==> src/design/wifi_he_ie_scanner_core_assert.svh <==
// assertion macros used by the scanner back end
`ifndef WIFI_HE_IE_SCANNER_CORE_ASSERT_SVH
`define WIFI_HE_IE_SCANNER_CORE_ASSERT_SVH

// same-cycle implication, checked outside reset
`define WIFIHE_ASSERT_IMPLY(lbl, ante, cons, msg) \
lbl: assert property (@(posedge clk) disable iff (!arst_n) (ante) |-> (cons)) else $error(msg);

// next-cycle implication, checked outside reset
`define WIFIHE_ASSERT_NEXT(lbl, ante, cons, msg) \
lbl: assert property (@(posedge clk) disable iff (!arst_n) (ante) |=> (cons)) else $error(msg);

`endif

==> src/design/wifihe_pkg.sv <==
package wifihe_pkg;

	// configuration port
	localparam int CFG_IDX_W = 2;
	localparam logic [CFG_IDX_W-1:0] REG_EXT_ELEM_ID = 2'd0;
	localparam logic [CFG_IDX_W-1:0] REG_HE_CAP_EXT  = 2'd1;
	localparam logic [CFG_IDX_W-1:0] REG_HE_OP_EXT   = 2'd2;

	localparam logic [7:0] EXT_ELEM_ID_RST = 8'd255;
	localparam logic [7:0] HE_CAP_EXT_RST  = 8'd35;
	localparam logic [7:0] HE_OP_EXT_RST   = 8'd36;

	// front to back queue
	localparam int QDEPTH = 4;
	localparam int QAW    = $clog2(QDEPTH);

	// element layout
	localparam logic [7:0] MAC_LEN    = 8'd6;
	localparam logic [7:0] PHY_LEN    = 8'd11;
	localparam logic [7:0] CAP_MIN    = MAC_LEN + PHY_LEN;
	localparam logic [7:0] OP_MIN_LEN = 8'd4;
	localparam logic [7:0] IDX_MAC1   = 8'd1;
	localparam logic [7:0] IDX_MAC3   = 8'd3;
	localparam logic [7:0] IDX_OP0    = 8'd0;

	// capability bits
	localparam logic [7:0] PHY_BW160  = 8'h40;
	localparam logic [7:0] PHY_BW80   = 8'h04;
	localparam logic [7:0] PHY_BW40   = 8'h02;
	localparam logic [7:0] PHY_MUMIMO = 8'h01;
	localparam logic [7:0] PHY_6GHZ   = 8'h20;
	localparam logic [7:0] MAC_OFDMA  = 8'h80;
	localparam logic [7:0] MAC_TWT    = 8'h06;
	localparam logic [7:0] OP_TWT     = 8'h02;
	localparam logic [7:0] COLOR_MASK = 8'h3f;

	localparam logic [7:0] MHZ_160 = 8'd160;
	localparam logic [7:0] MHZ_80  = 8'd80;
	localparam logic [7:0] MHZ_40  = 8'd40;
	localparam logic [7:0] MHZ_20  = 8'd20;

	typedef enum logic [1:0] {
		PH_ID,
		PH_LEN,
		PH_EXT,
		PH_BODY
	} phase_t;

	typedef enum logic [1:0] {
		ST_NO_HE    = 2'd0,
		ST_HE_OK    = 2'd1,
		ST_CAP_SHORT = 2'd2
	} status_t;

	// classified byte as it travels from front to back
	typedef struct packed {
		logic [7:0] ie_byte;
		logic       last_byte;
		logic       is_ext;
		logic       is_cap;
		logic       is_op;
	} item_t;

	typedef struct packed {
		status_t    status;
		logic [7:0] chan_width;
		logic       twt_support;
		logic       ofdma;
		logic       mu_mimo;
		logic       six_ghz;
		logic [5:0] color_code;
		logic       color_valid;
	} result_t;

endpackage

==> src/design/wifihe_front.sv <==
module wifihe_front (
	input  logic                           clk,
	input  logic                           arst_n,
	input  logic                           cfg_we,
	input  logic [wifihe_pkg::CFG_IDX_W-1:0] cfg_index,
	input  logic [7:0]                     cfg_data,
	input  logic                           push,
	output logic                           full,
	input  logic [7:0]                     ie_byte,
	input  logic                           last_byte,
	input  logic                           q_full,
	output logic                           q_wr,
	output wifihe_pkg::item_t              q_item
);
	import wifihe_pkg::*;

	logic [7:0] ext_elem_id_q;
	logic [7:0] he_cap_ext_q;
	logic [7:0] he_op_ext_q;

	always_ff @(posedge clk or negedge arst_n) begin
		if (!arst_n) begin
			ext_elem_id_q <= EXT_ELEM_ID_RST;
			he_cap_ext_q  <= HE_CAP_EXT_RST;
			he_op_ext_q   <= HE_OP_EXT_RST;
		end else if (cfg_we) begin
			unique case (cfg_index)
				REG_EXT_ELEM_ID: ext_elem_id_q <= cfg_data;
				REG_HE_CAP_EXT:  he_cap_ext_q  <= cfg_data;
				REG_HE_OP_EXT:   he_op_ext_q   <= cfg_data;
				default: ;
			endcase
		end
	end

	// tag each byte with the compares the parser may need for it
	always_comb begin
		q_item.ie_byte   = ie_byte;
		q_item.last_byte = last_byte;
		q_item.is_ext    = (ie_byte == ext_elem_id_q);
		q_item.is_cap    = (ie_byte == he_cap_ext_q);
		q_item.is_op     = (ie_byte == he_op_ext_q);
	end

	assign full = q_full;
	assign q_wr = push && !q_full;

endmodule

==> src/design/wifihe_queue.sv <==
module wifihe_queue (
	input  logic              clk,
	input  logic              arst_n,
	input  logic              wr,
	input  wifihe_pkg::item_t wr_item,
	output logic              q_full,
	input  logic              rd,
	output logic              q_empty,
	output wifihe_pkg::item_t rd_item
);
	import wifihe_pkg::*;

	item_t          slot_q [QDEPTH];
	logic [QAW-1:0] wr_ptr_q;
	logic [QAW-1:0] rd_ptr_q;
	logic [QAW:0]   count_q;

	assign q_full  = (count_q == (QAW+1)'(QDEPTH));
	assign q_empty = (count_q == '0);
	assign rd_item = slot_q[rd_ptr_q];

	always_ff @(posedge clk) begin
		if (wr) begin
			slot_q[wr_ptr_q] <= wr_item;
		end
	end

	always_ff @(posedge clk or negedge arst_n) begin
		if (!arst_n) begin
			wr_ptr_q <= '0;
			rd_ptr_q <= '0;
			count_q  <= '0;
		end else begin
			if (wr) begin
				wr_ptr_q <= wr_ptr_q + 1'b1;
			end
			if (rd) begin
				rd_ptr_q <= rd_ptr_q + 1'b1;
			end
			unique case ({wr, rd})
				2'b10:   count_q <= count_q + 1'b1;
				2'b01:   count_q <= count_q - 1'b1;
				default: ;
			endcase
		end
	end

endmodule

==> src/design/wifihe_back.sv <==
module wifihe_back (
	input  logic                clk,
	input  logic                arst_n,
	input  logic                q_empty,
	input  wifihe_pkg::item_t   cur_it,
	output logic                q_rd,
	output logic                empty,
	input  logic                pop,
	output wifihe_pkg::result_t res
);
	import wifihe_pkg::*;

	typedef struct packed {
		phase_t     phase;
		logic       elem_is_ext;
		logic [7:0] bytes_left;
		logic [7:0] body_index;
		logic       cand_cap;
		logic       cand_op;
		logic [7:0] cand0;
		logic [7:0] cand1;
		logic [7:0] cand3;
		logic [7:0] cand6;
		logic       cap_found;
		logic [7:0] mac1;
		logic [7:0] mac3;
		logic [7:0] phy0;
		logic       cap_long;
		logic       op_found;
		logic [7:0] op0;
		logic [7:0] op3;
		logic       op_long;
	} pstate_t;

	pstate_t ps_q;
	pstate_t nxt;
	logic    fin;
	logic    fire;
	logic    res_valid_q;
	result_t res_q;
	result_t res_d;
	logic    op_ok;

	// a last byte needs a free result slot, anything else just runs
	assign fire  = !q_empty && (!cur_it.last_byte || !res_valid_q || pop);
	assign q_rd  = fire;
	assign empty = !res_valid_q;
	assign res   = res_q;

	always_comb begin
		nxt = ps_q;
		fin = 1'b0;
		unique case (ps_q.phase)
			PH_ID: begin
				nxt.elem_is_ext = cur_it.is_ext;
				nxt.phase       = PH_LEN;
			end
			PH_LEN: begin
				nxt.bytes_left = cur_it.ie_byte;
				nxt.body_index = '0;
				nxt.cand_cap   = 1'b0;
				nxt.cand_op    = 1'b0;
				nxt.cand0      = '0;
				nxt.cand1      = '0;
				nxt.cand3      = '0;
				nxt.cand6      = '0;
				nxt.phase      = (cur_it.ie_byte == '0) ? PH_ID : PH_EXT;
			end
			PH_EXT: begin
				nxt.bytes_left = ps_q.bytes_left - 1'b1;
				nxt.cand_cap   = ps_q.elem_is_ext && cur_it.is_cap && !ps_q.cap_found;
				nxt.cand_op    = ps_q.elem_is_ext && cur_it.is_op && !ps_q.op_found;
				if (nxt.bytes_left == '0) begin
					fin = 1'b1;
				end else begin
					nxt.phase = PH_BODY;
				end
			end
			PH_BODY: begin
				unique case (ps_q.body_index)
					IDX_OP0:  nxt.cand0 = cur_it.ie_byte;
					IDX_MAC1: nxt.cand1 = cur_it.ie_byte;
					IDX_MAC3: nxt.cand3 = cur_it.ie_byte;
					MAC_LEN:  nxt.cand6 = cur_it.ie_byte;
					default:  ;
				endcase
				nxt.body_index = ps_q.body_index + 1'b1;
				nxt.bytes_left = ps_q.bytes_left - 1'b1;
				fin = (nxt.bytes_left == '0);
			end
			default: ;
		endcase

		// element complete: keep it where it was a candidate
		if (fin) begin
			if (nxt.cand_cap) begin
				nxt.cap_found = 1'b1;
				nxt.mac1      = nxt.cand1;
				nxt.mac3      = nxt.cand3;
				nxt.phy0      = nxt.cand6;
				nxt.cap_long  = (nxt.body_index >= CAP_MIN);
			end
			if (nxt.cand_op) begin
				nxt.op_found = 1'b1;
				nxt.op0      = nxt.cand0;
				nxt.op3      = nxt.cand3;
				nxt.op_long  = (nxt.body_index >= OP_MIN_LEN);
			end
			nxt.cand_cap = 1'b0;
			nxt.cand_op  = 1'b0;
			nxt.phase    = PH_ID;
		end
	end

	// result from the state after this byte
	always_comb begin
		res_d = '0;
		op_ok = nxt.op_found && nxt.op_long;
		priority if (nxt.cap_found && !nxt.cap_long) begin
			res_d.status = ST_CAP_SHORT;
		end else if (nxt.cap_found) begin
			res_d.status = ST_HE_OK;
			priority if ((nxt.phy0 & PHY_BW160) != '0) res_d.chan_width = MHZ_160;
			else if ((nxt.phy0 & PHY_BW80) != '0)       res_d.chan_width = MHZ_80;
			else if ((nxt.phy0 & PHY_BW40) != '0)       res_d.chan_width = MHZ_40;
			else                                         res_d.chan_width = MHZ_20;
			res_d.twt_support = ((nxt.mac3 & MAC_TWT) != '0) ||
				(op_ok && ((nxt.op0 & OP_TWT) != '0));
			res_d.ofdma       = (nxt.mac1 & MAC_OFDMA) != '0;
			res_d.mu_mimo     = (nxt.phy0 & PHY_MUMIMO) != '0;
			res_d.six_ghz     = (nxt.phy0 & PHY_6GHZ) != '0;
			res_d.color_code  = op_ok ? nxt.op3[5:0] & COLOR_MASK[5:0] : '0;
			res_d.color_valid = op_ok;
		end else begin
			res_d.status = ST_NO_HE;
		end
	end

	always_ff @(posedge clk or negedge arst_n) begin
		if (!arst_n) begin
			ps_q        <= '0;
			res_valid_q <= 1'b0;
		end else begin
			if (fire) begin
				ps_q <= cur_it.last_byte ? pstate_t'('0) : nxt;
			end
			if (fire && cur_it.last_byte) begin
				res_valid_q <= 1'b1;
			end else if (pop) begin
				res_valid_q <= 1'b0;
			end
		end
	end

	always_ff @(posedge clk) begin
		if (fire && cur_it.last_byte) begin
			res_q <= res_d;
		end
	end

`include "wifi_he_ie_scanner_core_assert.svh"

	`WIFIHE_ASSERT_NEXT(a_res_after_last, fire && cur_it.last_byte, res_valid_q, "no result after last beat")
	`WIFIHE_ASSERT_NEXT(a_parse_cleared, fire && cur_it.last_byte, ps_q.phase == PH_ID && !ps_q.cap_found && !ps_q.op_found, "parse state not cleared after list")
	`WIFIHE_ASSERT_IMPLY(a_fields_zero, res_valid_q && res_q.status != ST_HE_OK, res_q.chan_width == '0 && !res_q.color_valid && !res_q.twt_support, "fields set without HE")
	`WIFIHE_ASSERT_IMPLY(a_no_stall_lost, fire && cur_it.last_byte && res_valid_q, pop, "pending result overwritten")

endmodule

==> src/design/wifi_he_ie_scanner_core.sv <==
// HE element scanner: push an 802.11 information element list one byte per beat
// (ie_byte, last_byte = 1 on the final byte) and pop one result per list,
// given after its last byte. The result reports whether a complete HE
// Capabilities element was found (status 0 none, 1 parsed, 2 capabilities
// body under 17 bytes) with channel width, TWT, OFDMA, MU-MIMO, 6 GHz and
// the BSS color from a complete HE Operation element. Only the first complete
// element of each kind counts; an element cut by the end of the list is
// ignored. Throughput is one byte per clock: the front end compares each
// byte against the three id registers and writes it into a four-beat queue,
// and the parser drains that queue one byte a cycle. The only stall is a
// last byte arriving while the previous result has not been popped yet; the
// parser then holds until pop, and push sees full once the queue fills.
// The last byte passes a queue slot, then the result register. The id
// registers are written through cfg_we, cfg_index and cfg_data; index 3 is
// ignored. The user writes them only while no list is in flight (not enforced).
module wifi_he_ie_scanner_core (
	input  logic                             clk,
	input  logic                             arst_n,
	// configuration
	input  logic                             cfg_we,
	input  logic [wifihe_pkg::CFG_IDX_W-1:0] cfg_index,
	input  logic [7:0]                       cfg_data,
	// byte input
	input  logic                             push,
	output logic                             full,
	input  logic [7:0]                       ie_byte,
	input  logic                             last_byte,
	// result output
	output logic                             empty,
	input  logic                             pop,
	output logic [1:0]                       status,
	output logic [7:0]                       chan_width,
	output logic                             twt_support,
	output logic                             ofdma,
	output logic                             mu_mimo,
	output logic                             six_ghz,
	output logic [5:0]                       color_code,
	output logic                             color_valid
);
	import wifihe_pkg::*;

	// front to queue
	logic    q_full;
	logic    q_wr;
	item_t   q_wr_item;
	// queue to back
	logic    q_empty;
	logic    q_rd;
	item_t   q_rd_item;
	result_t res;

	// id registers and byte classification
	wifihe_front u_front (
		.clk       (clk),
		.arst_n    (arst_n),
		.cfg_we    (cfg_we),
		.cfg_index (cfg_index),
		.cfg_data  (cfg_data),
		.push      (push),
		.full      (full),
		.ie_byte   (ie_byte),
		.last_byte (last_byte),
		.q_full    (q_full),
		.q_wr      (q_wr),
		.q_item    (q_wr_item)
	);

	// short queue decoupling byte intake from the parser
	wifihe_queue u_queue (
		.clk     (clk),
		.arst_n  (arst_n),
		.wr      (q_wr),
		.wr_item (q_wr_item),
		.q_full  (q_full),
		.rd      (q_rd),
		.q_empty (q_empty),
		.rd_item (q_rd_item)
	);

	// record walker and result register
	wifihe_back u_back (
		.clk     (clk),
		.arst_n  (arst_n),
		.q_empty (q_empty),
		.cur_it  (q_rd_item),
		.q_rd    (q_rd),
		.empty   (empty),
		.pop     (pop),
		.res     (res)
	);

	assign status      = res.status;
	assign chan_width  = res.chan_width;
	assign twt_support = res.twt_support;
	assign ofdma       = res.ofdma;
	assign mu_mimo     = res.mu_mimo;
	assign six_ghz     = res.six_ghz;
	assign color_code  = res.color_code;
	assign color_valid = res.color_valid;

endmodule
==> config.mk <==
export PLATFORM = sky130hd
export DESIGN_NAME = wifi_he_ie_scanner_core
export DESIGN_NICKNAME = d
export VERILOG_FILES = /design/src/design/wifihe_pkg.sv /design/src/design/wifihe_front.sv /design/src/design/wifihe_queue.sv /design/src/design/wifihe_back.sv /design/src/design/wifi_he_ie_scanner_core.sv
export VERILOG_INCLUDE_DIRS = /design/src /design/src/design
export SDC_FILE = /design/constraint.sdc
export NUM_CORES = 1
export LEC_CHECK = 0
export ABC_AREA = 1
export BUFFER_PORTS_ARGS = -buffer_cell sky130_fd_sc_hd__buf_2
export CORE_MARGIN = 1.5
export CORE_UTILIZATION = 35
export DETAILED_ROUTE_END_ITERATION = 12
export SLEW_MARGIN = 10
export SYNTH_ARGS = -nofsm -noshare
export SYNTH_HDL_FRONTEND = slang
export SYNTH_SLANG_ARGS = --single-unit
==> constraint.sdc <==
create_clock -name clk -period 3.1 [get_ports clk]
set_input_delay 0.155 -clock clk [delete_from_list [all_inputs] [get_ports clk]]
set_output_delay 0.155 -clock clk [all_outputs]
set_load 0.05 [all_outputs]
==> reports/qor.csv, run 1 <==
metric;value;unit
outcome;complete, no violations;
Die ar.;0.02228;mm2
Slew @ Worst Pin;0.6955;ns
Leak;3.899;nW
cts bufs inserted;17;
register area;0.004155;mm2
cell count after synthesis;807;
r2r setup slk;0.45;ns
EDFF count, synth;67;
Layout Skew;0.01085;ns
Max Cap Violations;0;
Die W;149.3;um
Synth Area per Inst;9.279;um2
CTS tree;built;
P per Cell Area;943.1;mW/mm2
Buf+Inv Stages, Crit Path;4;
cell family with most CP delay;flip-flops;
Yosys cell types;47;
DR vias;5510;
setup TNS;0;ns
Final Hold Viols;0;
vias per cell;4.750;
# DRC;0;
largest net degree at the start of global routing;52;
most used cell, CP;nand2_1;
crit start category;flop;
Hold Crit Class;input port to flop;
first-pass GRT wire length;27030;um
worst setup path category;flop to flop;
final instance area;0.008752;mm2
dpl hpwl;11520;um
Final nets;912;
final WL;16290;um
initial core utilization;35.62;%
Critical Path RT;3.40;ns
normalized max-slew margin;53.58;%
slowest cell delay on critical path;0.63;ns
vias in the first global route;5397;
share of post-route cells with drive strength above 1;16.16;%
CP max stage cell;dfrtp_1;
n_diodes;0;
YS warnings;0;
worst-skew pair later-pin latency;0.43;ns
Achievable Freq;0.3776;GHz
I/O pins;47;
CTS max path bufs;2;
DP Area;0.008048;mm2
RSZ-0062 raised after global routing;false;
total track usage;15.64;%
FF+latch count, synth;152;
min cycle time layout;2.648;ns
sequential cell area fraction in the yosys report;55.49;%
GR Overflow Total;0;
Min-Delay Startpoint;cfg_data[7];
core area;0.02102;mm2
Reg clk slew, reported paths;0.06;ns
initial antenna violation count;0;
Hold Path Sink;u_front.ext_elem_id_q[7];
Worst EP arrival;2.95;ns
Routed Antenna Nets;0;
R2R Path End;u_queue.count_q[2];
Post-Syn Area;0.007488;mm2
clock sinks;152;
Final GP Congestion;0.8252;
maximum VDD drop;0.4236;mV
CTS Root Cell;clkbuf_16;
height of the die;149.3;um
final setup fails;0;
Hold Slack;0.01559;ns
CTS H-tree lvls;4;
hold_buf cts;10;
Resized cells post-CTS;0;
Slew Limit Fails;0;
synthesis-to-finish area growth;16.88;%
critical path peak fanout;19;
Routed WL per cell;14.04;um
Most used DFF post-synth;dfrtp_1;
filler instances;2061;
CP Cell Sequence;inv_2, nand2_1, nand3_1, nand2_1, inv_2, nand2_1, nand2_1, inv_2, ha_1, inv_1, fa_1, a21oi_1, o21ai_0, xor2_1;
Worst Reg-to-Reg Cells;14;
port buffer count;44;
R2R Path Start;u_queue.rd_ptr_q[0];
multi-input logic area;0.002823;mm2
Post-CTS Repair Setup Buffers;0;
period utilization;85.42;%
nature of the critical path endpoint;flop;
TritonRoute pass-1 iters;5;
ys async rst share;55.92;%
1st-iter DRT viols;281;
row cnt;53;
Hold Path Stages;3;
-- cell families after synthesis --
kind of cell	share of synthesized area (%)
AOI/OAI and AO/OA	11.06
xor gates and xnor gates	3.643
adders and majority gates	2.774
buffers and inverters	6.867
DFF	55.49
other	0.05008
and+or+nand+nor	20.12
-- worst max-delay path by stage --
stage	endpoint	depth (start not counted)	from
2_1_floorplan	u_queue.count_q[2]	15	u_queue.rd_ptr_q[1]
3_3_place_gp	u_back.res[0]	12	u_back.ps_q[95]
3_5_place_dp	u_queue.count_q[2]	14	u_queue.rd_ptr_q[0]
4_1_cts	u_queue.count_q[2]	14	u_queue.rd_ptr_q[0]
5_1_grt	u_queue.count_q[2]	14	u_queue.rd_ptr_q[0]
6_report	u_queue.count_q[2]	14	u_queue.rd_ptr_q[0]
-- cell usage in the layout, fill, tap and decap left out, types with 24 or more instances in the layout --
cell / netlist / layout
nand2_1: 187 / 187
inv_1: 95 / 95
o21ai_0: 75 / 75
dfrtp_1: 72 / 72
edfxtp_1: 67 / 67
nor2_1: 57 / 57
nand3_1: 49 / 49
buf_2: 9 / 43
xnor2_1: 25 / 25
o22ai_1: 24 / 24
-- where the power goes --
group | switching, mW | leakage, nW | internal [mW] | total (mW)
clock network | 0.839 | 0.297 | 1.26 | 2.10
registers | 0.226 | 1.72 | 2.64 | 2.87
logic | 2.41 | 1.88 | 0.879 | 3.29
-- cell type report --
cell class	count	share of cell area [%]
flip-flops and latches	152	47.48
multi-input cells	529	32.25
clock buffers	20	5.347
repair buffers	70	5.061
inverters	102	4.375
well taps	275	3.931
clock inverters	12	1.558
-- per-stage QoR --
step	power [mW]	util (%)	worst slack, ns	cells
after floorplan	5.275	-	0.6866	808
after global placement	6.163	38.28	0.4967	1118
after detailed placement	6.196	38.28	0.4847	1118
after CTS	8.327	41.63	0.4657	1160
after global routing	8.802	41.63	0.1385	1160
final	8.255	41.63	0.4520	1160
-- sequential cells by signal, summed over array words and instances, names as in the netlist --
| name | count |
|---|---|
| u_back.ps_q | 53 |
| u_front.he_op_ext_q | 8 |
| u_queue.rd_ptr_q | 2 |
| u_front.he_cap_ext_q | 8 |
| u_front.ext_elem_id_q | 8 |
| u_queue.wr_ptr_q | 2 |
| u_queue.count_q | 3 |
| u_back.res | 19 |
| u_queue.slot_q | 48 |
| u_back.res_valid_q | 1 |
-- layer usage --
layer | track usage [%] | part of all wire, % | vias up
li1 | - | - | 2801
met1 | 19.70 | 46 | 2590
met2 | 26.60 | 49 | 104
met3 | 3.609 | 3.7 | 15
met4 | 4.851 | 1.2 | 0
met5 | 0 | 0 | -
-- cells in the mapped netlist, types with 3 or more instances --
cell type  instances  area share, %
xnor2_1           25            2.9
nand2_4            4           0.60
dfrtp_1           72             24
o21ai_0           75            5.0
a21oi_1           19            1.3
buf_4              5           0.50
buf_2              9           0.60
o22ai_1           24            2.0
edfxtp_1          67             27
nor3_1             4           0.27
clkbuf_1           9           0.45
nand4_1           12            1.0
nor2_4             3           0.45
xor2_1             3           0.35
nand2_1          187            9.4
o21ai_1            9           0.60
ha_1              15            2.5
nor2_1            57            2.9
nand3_1           49            3.3
nand2_2            6           0.50
nor2_2             9           0.75
inv_2              6           0.30
a32o_1             3           0.40
inv_1             95            4.8
dfstp_2           13            4.6
-- tightest hold or removal path, stage by stage --
cell	delay (ns)
buf_2	0.09
inv_1	0.08
o21ai_0	0.09
(Power assumes the default switching activity.)
==> inputs of run 2 (changes only) <==
==> constraint.sdc (replaced) <==
create_clock -name clk -period 2.24 [get_ports clk]
set_input_delay 0.112 -clock clk [delete_from_list [all_inputs] [get_ports clk]]
set_output_delay 0.112 -clock clk [all_outputs]
set_load 0.1 [all_outputs]
==> run 2 against run 1 <==
  * The flow now finishes with violations (negative setup slack)
  * Die area unchanged
  * Count of clock-buffer cells in the layout unchanged
  * Utilization up 3.0 points
  * Fmax up 17%
  * Power up 55%
  * Non-clock buffer count up 53
  * Setup slack worse by 0.47 ns
  * Cell count up 4.6%
  * Clock power up 35%
  * Hold slack better by 0.16 ns
  * Largest power group unchanged
==> reports/qor.csv, run 2 (synthesized netlist as in run 1, its figures left out) <==
metric;value;unit;change
Achievable Freq;0.4423;GHz;+17%
GR Overflow Total;0;;unchanged
R2R Path Start;u_back.ps_q[87];;
CTS tree;built;;
clock sinks;152;;unchanged
nature of the critical path endpoint;flop;;
Routed WL per cell;14.16;um;+0.81%
commonest non-fill, non-tap cell in the layout;nand2_1;;
P per Cell Area;1364;mW/mm2;+45%
maximum VDD drop;0.7178;mV;+69%
vias in the first global route;5780;;+7.1%
RSZ-0062 raised after global routing;true;;
r2r setup slk;-0.02;ns;-0.47 ns
vias per cell;4.792;;+0.89%
Worst EP arrival;2.45;ns;-0.50 ns
slowest cell delay on critical path;0.38;ns;-0.25 ns
port buffer count;44;;unchanged
CP Cell Sequence;inv_2, ha_4, nand2_1, nand2_2, nor2_2, nand3_2, nor2_4, nand2_2, nor2_4, nand2_4, nand2_4, nand2_8, nand3_4, nor2_2;;
CTS max path bufs;2;;unchanged
period utilization;100.9;%;+16 points
outcome;finished, violations left;;
Largest register FFs;53;;unchanged
largest net degree at the start of global routing;37;;-29%
Routed Antenna Nets;0;;unchanged
Buf+Inv Stages, Crit Path;1;;-3
height of the die;149.3;um;unchanged
synthesis-to-finish area growth;25.41;%;
critical path peak fanout;7;;-12
initial antenna violation count;0;;unchanged
Hold Slack;0.1778;ns;+0.1622 ns
Pwr Total;12.81;mW;+55%
Layout Skew;0.01386;ns;+0.003003 ns
Slew @ Worst Pin;0.7889;ns;+0.09340 ns
final setup fails;4;;+4
min cycle time layout;2.261;ns;-0.3871 ns
CP max stage cell;dfrtp_1;;
Leak;4.143;nW;+6.3%
Critical Path RT;2.42;ns;-0.98 ns
n_diodes;0;;unchanged
Slew Limit Fails;0;;unchanged
Hold Path Stages;4;;+1
row cnt;53;;unchanged
total track usage;16.53;%;+0.89 points
Most flops, register;u_back.ps_q;;
Die W;149.3;um;unchanged
# DRC;0;;unchanged
cts bufs inserted;17;;unchanged
final WL;17170;um;+5.4%
worst-skew pair later-pin latency;0.44;ns;about the same
cell family with most CP delay;simple AND/OR/NAND/NOR gates;;
violated checks;negative setup slack;;
commonest non-fill, non-tap cells in the layout;nand2_1 (178), inv_1 (89), o21ai_0 (70);;
R2R Path End;u_back.res[6];;
Final GP Congestion;0.8123;;-1.6%
I/O pins;47;;unchanged
Max Cap Violations;0;;unchanged
Die ar.;0.02228;mm2;unchanged
Final Hold Viols;0;;unchanged
Worst Reg-to-Reg Cells;14;;unchanged
share of post-route cells with drive strength above 1;24.20;%;+8.0 points
setup ws final;-0.02091;ns;-0.4729 ns
core area;0.02102;mm2;unchanged
worst setup path category;flop to flop;;
Min-Delay Startpoint;push;;
normalized max-slew margin;47.35;%;-6.2 points
Hold Crit Class;input port to flop;;
CTS H-tree lvls;4;;unchanged
Reg clk slew, reported paths;0.07;ns;about the same
first-pass GRT wire length;28300;um;+4.7%
crit start category;flop;;
1st-iter DRT viols;267;;-5.0%
DR vias;5813;;+5.5%
Final nets;965;;+5.8%
final core utilization;44.68;%;+3.0 points
dpl hpwl;11750;um;+1.9%
TritonRoute pass-1 iters;5;;unchanged
CTS Root Cell;clkbuf_16;;
Hold Path Sink;u_queue.wr_ptr_q[0];;
initial core utilization;35.62;%;unchanged
## run 2: changes by cell type in the layout (fill, tap and decap cells not counted), sizes merged
| cell | previous run | this run |
|---|---|---|
| clkinvlp | 1 | 2 |
| clkinv | 6 | 4 |
| buf | 60 | 103 |
| dlygate4sd3 | 10 | 19 |
| inv | 105 | 106 |
| clkbuf | 20 | 21 |
## run 2: repair_timing
item	in CTS	in global routing
resized for setup	14	46
cloned	0	1
endpoints found under the setup margin	19	42
hold endpoints to repair	91	0
hold buffers	19	0
setup buffers	2	12
pin swaps	5	27
## run 2: final cells by class
cell class / count / area [um2]
fill: 2000 / 11630
sequential: 152 / 4159
multi-input combinational: 529 / 3000
timing repair buffer: 123 / 920.9
clock buffer: 20 / 436.7
inverter: 102 / 391.6
tap: 275 / 344.1
clock inverter: 12 / 138.9
## run 2: worst reg2reg max path, delay by kind of cell, from the launching register on
family | cells | cell delay (ns)
and+or+nand+nor | 12 | 1.38
DFF | 1 | 0.38
adders and majority gates | 1 | 0.17
buffers and inverters | 1 | 0.07
## run 2: routing by layer
layer / global-route usage [%] / wire length, um
met1: 20.04 / 7466
met5: 0 / 0
met2: 28.01 / 8603
met4: 6.040 / 355
met3: 4.587 / 748
## run 2: worst max-delay path by stage
stage                             from                  to  slack, ns  cells past startpoint
floorplan           u_back.res_valid_q  u_queue.count_q[2]     -0.005                     12
global placement       u_back.ps_q[96]      u_back.res[15]      -0.03                     13
detailed placement     u_back.ps_q[95]       u_back.res[6]      -0.10                     12
CTS                    u_back.ps_q[96]       u_back.res[1]    -0.0008                     11
global route           u_back.ps_q[87]       u_back.res[6]      -0.15                     14
finish                 u_back.ps_q[87]       u_back.res[6]      -0.02                     14
## run 2: where the power goes
part	internal, mW	leakage, nW	switching, mW
Clock	1.66	0.282	1.19
Sequential	3.66	1.72	0.308
Combinational	1.66	2.14	4.34
Total	6.98	4.14	5.84
## run 2: through the flow
step           setup WS (ns)  area, um2  setup TNS, ns  cells
2_1_floorplan      -0.004924       7512      -0.008350    808
3_3_place_gp        -0.02570       8302       -0.02570   1147
3_5_place_dp         -0.1045       8302         -1.434   1147
4_1_cts           -0.0007641       9143     -0.0007641   1200
5_1_grt              -0.1463       9392         -2.067   1213
6_report            -0.02091       9392       -0.03035   1213
==> inputs of run 3 (changes only) <==
--- a/config.mk
+++ b/config.mk
@@ -11,6 +11,8 @@
 export CORE_MARGIN = 1.5
 export CORE_UTILIZATION = 35
 export DETAILED_ROUTE_END_ITERATION = 12
+export PLACE_DENSITY = 0.54
+export SKIP_LAST_GASP = 1
 export SLEW_MARGIN = 10
 export SYNTH_ARGS = -nofsm -noshare
 export SYNTH_HDL_FRONTEND = slang
==> run 3 against run 2 <==
  * Die area did not move
  * Power fell by 0.71%
  * Final area fell by 1.1%
  * Wire length fell by 1.9%
  * Sequential cell count did not move
  * Combinational power fell by 2%
  * Register-to-register slack improved by 0.07 ns
  * The flow now finishes without violations
  * Critical path type unchanged
  * Largest power group unchanged
==> reports/qor.csv, run 3 (synthesized netlist as in run 1, its figures left out) <==
metric;value;unit;change
outcome;complete, no violations;;
height of the die;149.3;um;unchanged
Seq pwr share;31.0;%;about the same
row cnt;53;;unchanged
Hold Crit Class;input port to flop;;
Slew @ Worst Pin;0.8251;ns;+0.03611 ns
final WL;16840;um;-1.9%
TritonRoute pass-1 iters;4;;-1
Min-Delay Startpoint;ie_byte[2];;
largest net degree at the start of global routing;52;;+41%
Layout Skew;0.02166;ns;+0.007800 ns
switch share;45.02;%;-0.54 points
fin cells;1199;;-1.2%
Leak;4.080;nW;-1.5%
cts bufs inserted;17;;unchanged
Achievable Freq;0.4554;GHz;+3.0%
Die W;149.3;um;unchanged
Final Hold Viols;0;;unchanged
final setup fails;0;;-4
worst-skew pair later-pin latency;0.43;ns;about the same
setup ws final;0.04419;ns;+0.06510 ns
dpl hpwl;11890;um;+1.2%
Final nets;951;;-1.5%
RSZ-0062 raised after global routing;true;;
crit path launch;u_back.ps_q[87];;
P per Cell Area;1369;mW/mm2;+0.36%
DR vias;5681;;-2.3%
commonest non-fill, non-tap cell in the layout;nand2_1;;
initial core utilization;35.62;%;unchanged
# DRC;0;;unchanged
Clock power frac;22.7;%;+0.5 points
Pwr Total;12.72;mW;-0.71%
vias in the first global route;5720;;-1.0%
Final GP Congestion;0.8101;;-0.27%
port buffer count;44;;unchanged
Die ar.;0.02228;mm2;unchanged
Routed WL per cell;14.05;um;-0.79%
Switch Pwr;5.727;mW;-1.9%
Hold Slack;0.01959;ns;-0.1582 ns
Largest register FFs;53;;unchanged
GR Overflow Total;0;;unchanged
Slew Limit Fails;0;;unchanged
Reg clk slew, reported paths;0.06;ns;about the same
core area;0.02102;mm2;unchanged
min cycle time layout;2.196;ns;-0.06510 ns
n_diodes;0;;unchanged
1st-iter DRT viols;268;;+0.37%
first-pass GRT wire length;28460;um;+0.56%
nature of the critical path endpoint;flop;;
clock sinks;152;;unchanged
Int Power;6.994;mW;+0.28%
CTS Root Cell;clkbuf_16;;
initial antenna violation count;0;;unchanged
Worst EP arrival;2.37;ns;-0.08 ns
Comb power frac;46.3;%;-0.5 points
normalized max-slew margin;44.79;%;-2.6 points
Critical Path RT;2.42;ns;about the same
maximum VDD drop;0.6444;mV;-10%
Routed Antenna Nets;0;;unchanged
R2R Path Start;u_back.ps_q[87];;
commonest non-fill, non-tap cells in the layout;nand2_1 (182), inv_1 (88), o21ai_0 (72);;
CTS tree;built;;
share of post-route cells with drive strength above 1;21.65;%;-2.6 points
vias per cell;4.738;;-1.1%
synthesis-to-finish area growth;24.08;%;
worst setup path category;flop to flop;;
CTS max path bufs;2;;unchanged
Max Cap Violations;0;;unchanged
Placed Cells;1143;;-0.35%
total track usage;16.63;%;+0.10 points
I/O pins;47;;unchanged
crit start category;flop;;
Most flops, register;u_back.ps_q;;
period utilization;98.03;%;-2.9 points
Place WS;-0.08164;ns;+0.02283 ns
CTS H-tree lvls;4;;unchanged
critical path peak fanout;7;;unchanged
-- run 3: cell types whose count changed in the layout (fill, tap and decap cells not counted), moves of 2 or more --
cell       before  now
nand2_2        14    9
o21ai_2         6    3
o21ai_0        70   72
clkbuf_16      18   21
buf_4          55   42
nor2_1         48   54
nand2_1       178  182
clkbuf_8        0    2
dfrtp_1        69   71
buf_12          2    4
dfrtp_2         3    1
nor2_2         14    9
bufinv_16       2    0
-- run 3: layout make-up --
cell class | instances | area [um2]
inverter | 102 | 395.4
fill | 2029 | 11730
tap | 275 | 344.1
multi-input combinational | 529 | 2970
timing repair buffer | 109 | 813.3
clock buffer | 26 | 564.3
clock inverter | 6 | 47.55
sequential | 152 | 4156
-- run 3: repair_timing --
action / in CTS / in global routing
resized for setup: 4 / 39
pin swaps: 0 / 13
hold buffers: 18 / 0
endpoints found under the setup margin: 18 / 44
setup buffers: 0 / 6
hold endpoints to repair: 88 / 0
-- run 3: power by group through the flow --
stage               Combinational, mW  Clock (mW)  Sequential, mW
detailed placement               5.75           0            3.99
finish                           5.89        2.89            3.94
global placement                 5.75           0            3.98
global route                     6.47        3.09            4.01
floorplan                        2.86           0            5.21
CTS                              5.78        2.96            3.94
-- run 3: stage by stage --
step             TNS, ns  utilization (%)  cell area (um2)
6_report               0            44.20             9291
5_1_grt           -1.620            44.20             9291
4_1_cts                0            43.30             9101
3_5_place_dp      -1.056            39.47             8297
3_3_place_gp    -0.03546            39.47             8297
2_1_floorplan  -0.008350                -             7512
-- run 3: worst paths after layout --
path	end	slack (ns)	cells past startpoint
worst max-delay path	u_back.res[14]	0.04	15
worst min-delay path	u_queue.slot_q[2][6]	0.02	1
worst max register to register	u_back.res[14]	0.04	15
worst min register to register	u_queue.count_q[0]	0.47	1
max in group asynchronous	u_front.ext_elem_id_q[3]	1.34	3
min in group asynchronous	u_back.ps_q[81]	0.19	2
-- run 3: critical path: stages, from the launching register on --
cell and delay [ns]:
dfrtp_1 0.40, inv_2 0.09, ha_4 0.15, inv_2 0.03, nand2_1 0.04, nand2_1 0.07, nor2_1 0.09, nand3_1 0.11
nor2_4 0.19, nand2_2 0.10, nor2_4 0.18, nand2_4 0.12, nand2_1 0.12, o21ai_4 0.10, nand3_2 0.11, nor2_1 0.04
-- run 3: layer usage --
metal	part of all wire [%]	vias to the layer above	GRT usage [%]
li1	-	2888	-
met1	44	2683	20.24
met2	51	92	28.29
met3	3.6	18	4.281
met4	1.4	0	6.188
met5	0	-	0
